==> src/pdea_pkg.sv <==
// Package: payload types, efficiency curve tables and shared constants.
package pdea_pkg;

  localparam int unsigned EnergyW = 24;
  localparam int unsigned WlW     = 16;
  localparam int unsigned EffW    = 16;
  localparam int unsigned SumW    = 40;
  localparam int unsigned CntW    = 16;
  localparam int unsigned SlotW   = 6;
  localparam int unsigned UsedW   = 7;
  localparam int unsigned NumSeg  = 16;
  localparam int unsigned QuotW   = 37;
  localparam int unsigned RecipW  = 29;
  localparam logic [QuotW-1:0] WlNumer = 37'd79360000000;
  localparam logic [SumW-1:0]  EMax    = {SumW{1'b1}};
  localparam logic [32:0]      Two32   = 33'h1_0000_0000;

  localparam logic FuncPhoton = 1'b0;
  localparam logic FuncEvent  = 1'b1;

  typedef struct packed {
    logic                  func;
    logic                  is_optical;
    logic                  moving_outward;
    logic                  on_front_face;
    logic [EnergyW-1:0]    photon_energy_uev;
    logic [5:0]            channel;
    logic [15:0]           random_draw;
  } in_word_t;

  typedef struct packed {
    logic                  kill_track;
    logic                  photon_recorded;
    logic                  accepted;
    logic [EffW-1:0]       efficiency;
    logic                  new_slot;
    logic [SlotW-1:0]      slot_index;
    logic [SumW-1:0]       energy_sum_uev;
    logic [CntW-1:0]       photon_count;
  } out_word_t;

  typedef enum logic [1:0] {
    StIdle,
    StDivide,
    StInterp,
    StUpdate
  } state_e;

  // Breakpoint wavelength in whole nm.
  function automatic logic [9:0] bp_nm(input logic [4:0] i);
    logic [9:0] r;
    begin
      unique case (i)
        5'd0: r = 10'd303;   5'd1: r = 10'd332;   5'd2: r = 10'd370;
        5'd3: r = 10'd411;   5'd4: r = 10'd451;   5'd5: r = 10'd467;
        5'd6: r = 10'd480;   5'd7: r = 10'd491;   5'd8: r = 10'd510;
        5'd9: r = 10'd530;   5'd10: r = 10'd560;  5'd11: r = 10'd580;
        5'd12: r = 10'd614;  5'd13: r = 10'd650;  5'd14: r = 10'd691;
        5'd15: r = 10'd751;  5'd16: r = 10'd930;
        default: r = 10'd930;
      endcase
      return r;
    end
  endfunction

  // Breakpoint efficiency, Q0.16.
  function automatic logic [15:0] bp_eff(input logic [4:0] i);
    logic [15:0] r;
    begin
      unique case (i)
        5'd0: r = 16'd0;      5'd1: r = 16'd9332;   5'd2: r = 16'd14123;
        5'd3: r = 16'd17452;  5'd4: r = 16'd19661;  5'd5: r = 16'd20381;
        5'd6: r = 16'd20554;  5'd7: r = 16'd20455;  5'd8: r = 16'd19785;
        5'd9: r = 16'd18990;  5'd10: r = 16'd17177; 5'd11: r = 16'd15565;
        5'd12: r = 16'd13704; 5'd13: r = 16'd11718; 5'd14: r = 16'd9804;
        5'd15: r = 16'd7196;  5'd16: r = 16'd0;
        default: r = 16'd0;
      endcase
      return r;
    end
  endfunction

  // Segment width reciprocal, ceil(2^32 / width in nm).
  function automatic logic [RecipW-1:0] seg_recip(input logic [4:0] i);
    logic [RecipW-1:0] r;
    begin
      unique case (i)
        5'd0:  r = RecipW'((Two32 + 33'd28) / 33'd29);
        5'd1:  r = RecipW'((Two32 + 33'd37) / 33'd38);
        5'd2:  r = RecipW'((Two32 + 33'd40) / 33'd41);
        5'd3:  r = RecipW'((Two32 + 33'd39) / 33'd40);
        5'd4:  r = RecipW'((Two32 + 33'd15) / 33'd16);
        5'd5:  r = RecipW'((Two32 + 33'd12) / 33'd13);
        5'd6:  r = RecipW'((Two32 + 33'd10) / 33'd11);
        5'd7:  r = RecipW'((Two32 + 33'd18) / 33'd19);
        5'd8:  r = RecipW'((Two32 + 33'd19) / 33'd20);
        5'd9:  r = RecipW'((Two32 + 33'd29) / 33'd30);
        5'd10: r = RecipW'((Two32 + 33'd19) / 33'd20);
        5'd11: r = RecipW'((Two32 + 33'd33) / 33'd34);
        5'd12: r = RecipW'((Two32 + 33'd35) / 33'd36);
        5'd13: r = RecipW'((Two32 + 33'd40) / 33'd41);
        5'd14: r = RecipW'((Two32 + 33'd59) / 33'd60);
        default: r = RecipW'((Two32 + 33'd178) / 33'd179);
      endcase
      return r;
    end
  endfunction

endpackage

==> src/pdea_divider.sv <==
// Radix-2 restoring divider: one quotient bit per cycle.
module pdea_divider import pdea_pkg::*; (
  input  logic               clk_i,
  input  logic               rst_ni,
  input  logic               start_i,
  input  logic [EnergyW-1:0] divisor_i,
  output logic               done_o,
  output logic [QuotW-1:0]   quot_o
);

  localparam int unsigned CntBits = $clog2(QuotW + 1);

  logic [QuotW-1:0]   quot_q, quot_d;
  logic [EnergyW:0]   rem_q, rem_d;
  logic [EnergyW-1:0] dvs_q, dvs_d;
  logic [CntBits-1:0] cnt_q, cnt_d;
  logic               busy_q, busy_d, done_q, done_d;
  logic [EnergyW:0]   trial;
  logic [EnergyW+1:0] diff;

  assign trial = {rem_q[EnergyW-1:0], quot_q[QuotW-1]};
  assign diff  = {1'b0, trial} - {2'b00, dvs_q};

  always_comb begin
    quot_d = quot_q;
    rem_d  = rem_q;
    dvs_d  = dvs_q;
    cnt_d  = cnt_q;
    busy_d = busy_q;
    done_d = 1'b0;
    if (start_i) begin
      quot_d = WlNumer;
      rem_d  = '0;
      dvs_d  = divisor_i;
      cnt_d  = CntBits'(QuotW);
      busy_d = 1'b1;
    end else if (busy_q) begin
      // Shift in one dividend bit, subtract when it fits.
      if (!diff[EnergyW+1]) begin
        rem_d  = diff[EnergyW:0];
        quot_d = {quot_q[QuotW-2:0], 1'b1};
      end else begin
        rem_d  = trial;
        quot_d = {quot_q[QuotW-2:0], 1'b0};
      end
      cnt_d = cnt_q - 1'b1;
      if (cnt_q == CntBits'(1)) begin
        busy_d = 1'b0;
        done_d = 1'b1;
      end
    end
  end

  always_ff @(posedge clk_i or negedge rst_ni) begin
    if (!rst_ni) begin
      busy_q <= 1'b0;
      done_q <= 1'b0;
      cnt_q  <= '0;
    end else begin
      busy_q <= busy_d;
      done_q <= done_d;
      cnt_q  <= cnt_d;
    end
  end

  always_ff @(posedge clk_i) begin
    quot_q <= quot_d;
    rem_q  <= rem_d;
    dvs_q  <= dvs_d;
  end

  assign done_o = done_q;
  assign quot_o = quot_q;

endmodule

==> config.mk <==
export PLATFORM = sky130hd
export DESIGN_NAME = pdea_divider
export DESIGN_NICKNAME = d
export VERILOG_FILES = /design/src/pdea_pkg.sv /design/src/pdea_divider.sv
export SDC_FILE = /design/constraint.sdc
export NUM_CORES = 1
export LEC_CHECK = 0
export CAP_MARGIN = 40
export CORE_MARGIN = 1.5
export CORE_UTILIZATION = 50
export CTS_BUF_LIST = sky130_fd_sc_hd__clkbuf_2
export DETAILED_ROUTE_END_ITERATION = 12
export DONT_BUFFER_PORTS = 1
export GPL_TIMING_DRIVEN = 0
export MAX_ROUTING_LAYER = met4
export PLACE_DENSITY = 0.64
export SETUP_SLACK_MARGIN = 0.2
export SYNTH_ARGS = -nofsm -noshare
export SYNTH_HDL_FRONTEND = slang
export SYNTH_SLANG_ARGS = --single-unit
==> constraint.sdc <==
create_clock -name clk_i -period 7.5 [get_ports clk_i]
set_clock_uncertainty 0.15 [all_clocks]
set_input_delay 0.75 -clock clk_i [delete_from_list [all_inputs] [get_ports clk_i]]
set_output_delay 0.75 -clock clk_i [all_outputs]
set_load 0.005 [all_outputs]
==> metrics.md <==
| Metric | Value |
|---|---|
| Status | `complete, no violations` |
| Setup tns final | `0 ns` |
| Most frequent cells in the layout | `65 x nor2_1, 61 x dfxtp_1, 54 x mux2i_1, 32 x inv_1, 30 x nand2_1` |
| Num rows | `35` |
| Pwr/cell area | `approximately 330 nW/um2` |
| Vias in the first global route | `3372` |
| Proportion of synthesized area in mux cells | `0.115` |
| Tot GR Track Use | `0.210` |
| DRC errors left | `0` |
| Crit Path Max Fanout | `6` |
| DRT Pass-1 Iters | `4` |
| CP required | `7.82 ns` |
| Mapped Area | `~4700 um2` |
| IO Pins | `65` |
| Compound-gate portion of the synthesized area | `0.147` |
| Synth top area share | `0.259` |
| Hold-fix buffers at CTS | `1` |
| First-pass GRT wire length | `16.1 mm` |
| Slew @ Worst Pin | `0.814 ns` |
| CTS Buffer Depth | `2` |
| Vias | `about 3400` |
| CP max stage delay | `around 0.77 ns` |
| Worst relative slew slack | `0.443` |
| Worst setup EP type | `flip-flop` |
| Fin. max-slew vios | `0` |
| CTS tree | `yes` |
| Max Cap Viol | `0` |
| Syn avg cell area | `9.87 um2` |
| NumNets Final | `544` |
| Cell Area, Placed | `4860 um2` |
| Largest net degree at the start of global routing | `26` |
| Reg clk slew, reported paths | `roughly 0.25 ns` |
| Share of cells above drive strength 1 | `0.0586` |
| Post-route antenna net violation count | `0` |
| GP Congestion | `between 0.9 and 1` |
| Starting density of the core | `0.513` |
| Crit-path cells | `inv_1 > ha_1 > a2111oi_0 > a21oi_1 > o41ai_1 > o21ai_0 > xor2_1 > mux2i_1 > a211oi_1` |
| EDFF count, synth | `24` |
| Die area | `10000 um2` |
| Grt ovf | `0` |
| Worst VDD drop | `0.166 mV` |
| Port bufs | `0` |
| Drt initial violations | `131` |
| Hold crit path type | `in2reg` |
| Synth unique cells | `between 50 and 60` |
| Final HPWL DP | `6.91 mm` |
| Skew-Pair Late Insertion Delay | `0.58 ns` |
| WP buf/inv | `1` |
| Yosys top cell by area | `dfxtp_1` |
| Cells after synthesis | `roughly 480` |
| Synth warn | `0` |
| WP data arrival | `3.60 ns` |
| Simple-gate share of the synthesized area | `0.121` |
| Setup CP Type | `reg2reg` |
| Ys async rst share | `0.0860` |
| Post-layout minimum cycle time | `3.28 ns` |
| Final hold violations | `0` |
| Number of setup violations in the final report | `0` |
| Most used flip-flop cell after synthesis | `dfxtp_1` |
| Placement-stage worst setup slack | `4.18 ns` |
| CTS HTree Levels | `3` |
| Max Clock Freq | `0.305 GHz` |
| Most common cell after layout, fill and taps aside | `nor2_1` |
| Drt wl/cell | `15.8 um` |
| Tcrit/Tclk final | `0.438` |
| Top post-synthesis cells by area | `dfxtp_1 26%, edfxtp_1 15%, mux2i_1 11%, ha_1 6.9%, nor2_1 5.2%` |
| Ant diodes | `0` |
| CORE AREA | `9200 um2` |
| Die height | `100 um` |
| Synth Area in XOR/XNOR | `0.0390` |
| Largest family of logic cells by synthesized area | `compound AO/OA/AOI/OAI gates` |
| Flops & latches, synth | `just over 90` |
| Clock sink total | `between 90 and 100` |
| Post-synthesis sequential area ratio | `0.454` |
| Routed Wire Length | `between 9 and 10 mm` |
| Root Buffer | `clkbuf_2` |
| Post-CTS sizing | `0` |
| Post-route cell area | `4960 um2` |
| TritonCTS buffer count | `9` |
| Die W | `100 um` |
| Layout area overhead | `5.04%` |
| RSZ-0062 raised after global routing | `false` |
| Post-Syn Nets | `532` |
| Critical path startpoint category | `flip-flop` |
| Post-route setup slack | `4.22 ns` |
| Pleak | `2.31 nW` |
| Worst path slowest cell | `a2111oi_0` |
| Initial antenna violation count | `0` |
| Setup bufs post-CTS | `0` |
| Vias/cell | `5.56` |
| CP top delay family | `compound AO/OA/AOI/OAI gates` |
| Post-Synth Adder-Cell Area | `0.0732` |
| Fin util | `0.539` |
state kept, by name (all words and copies together), names as in the netlist:
signal and cells:
quot_o 37, dvs_q 24, rem_q 24, cnt_q 6, busy_q 1, done_o 1
cells by family (layout without fill, tap and decap cells):
group	after synthesis	after routing
AND/OR/NAND/NOR	130	130
AO/OA/AOI/OAI	97	97
flip-flops	93	93
buffers and inverters	56	73
multiplexers	54	54
adder cells (fa/ha/maj)	27	27
XOR/XNOR	21	21
layout make-up:
class                      instances  area, um2
inverter                          34        128
buffer                            22        115
sequential                        93       2140
multi-input combinational        329       2330
timing repair buffer               1       10.0
clock buffer                      11       55.1
clock inverter                     5       33.8
tap                              111        139
fill                             879       4240
power by group:
group          internal, mW  switching, mW
Clock                0.0472          0.170
Sequential            0.600         0.0671
Combinational         0.356          0.392
Total                  1.00          0.630
layer usage:
| metal | share of wire | wire length (um) | GRT usage |
|---|---|---|---|
| met1 | 0.47 | 4490 | 0.254 |
| met2 | 0.45 | 4340 | 0.328 |
| met3 | 0.063 | 599 | 0.0717 |
| met4 | 0.014 | 136 | 0.0715 |
| met5 | 0 | 0 | - |
through the flow:
step / cells / hold slack, ns / power (mW)
floorplan: 478 / 0.304 / 1.29
global placement: 589 / 0.305 / 1.40
detailed placement: 589 / 0.305 / 1.42
CTS: 606 / 0.0524 / 1.64
global route: 606 / 0.0188 / 1.76
finish: 606 / 0.0884 / 1.63
path summary, 6_finish.rpt:
| path | cells after the start | from | endpoint | slack, ns |
|---|---|---|---|---|
| worst max register to register | 9 | dvs_q[7]$_DFFE_PP_ | rem_q[16]$_SDFFE_PP0P_ | 4.22 |
| max in group asynchronous | 1 | rst_ni | cnt_q[1]$_DFFE_PN0P_ | 6.62 |
| worst min register to register | 2 | rem_q[1]$_SDFFE_PP0P_ | rem_q[1]$_SDFFE_PP0P_ | 0.36 |
| worst max-delay path | 9 | dvs_q[7]$_DFFE_PP_ | rem_q[16]$_SDFFE_PP0P_ | 4.22 |
| worst min-delay path | 0 | divisor_i[0] | dvs_q[0]$_DFFE_PP_ | 0.09 |
| min in group asynchronous | 1 | rst_ni | cnt_q[2]$_DFFE_PN0P_ | 0.31 |
cells in the mapped netlist, drive strengths merged, types with 5 or more instances:
cell type / number
a21o: 6
nor3: 11
mux2i: 54
dfrtp: 8
o21a: 6
edfxtp: 24
clkbuf: 16
nand2: 30
ha: 26
xor2: 8
inv: 32
xnor2: 13
dfxtp: 61
a211oi: 21
o211ai: 6
o21ai: 16
buf: 6
nor2: 65
a21oi: 19
nand3: 5
(Power assumes the default switching activity.)
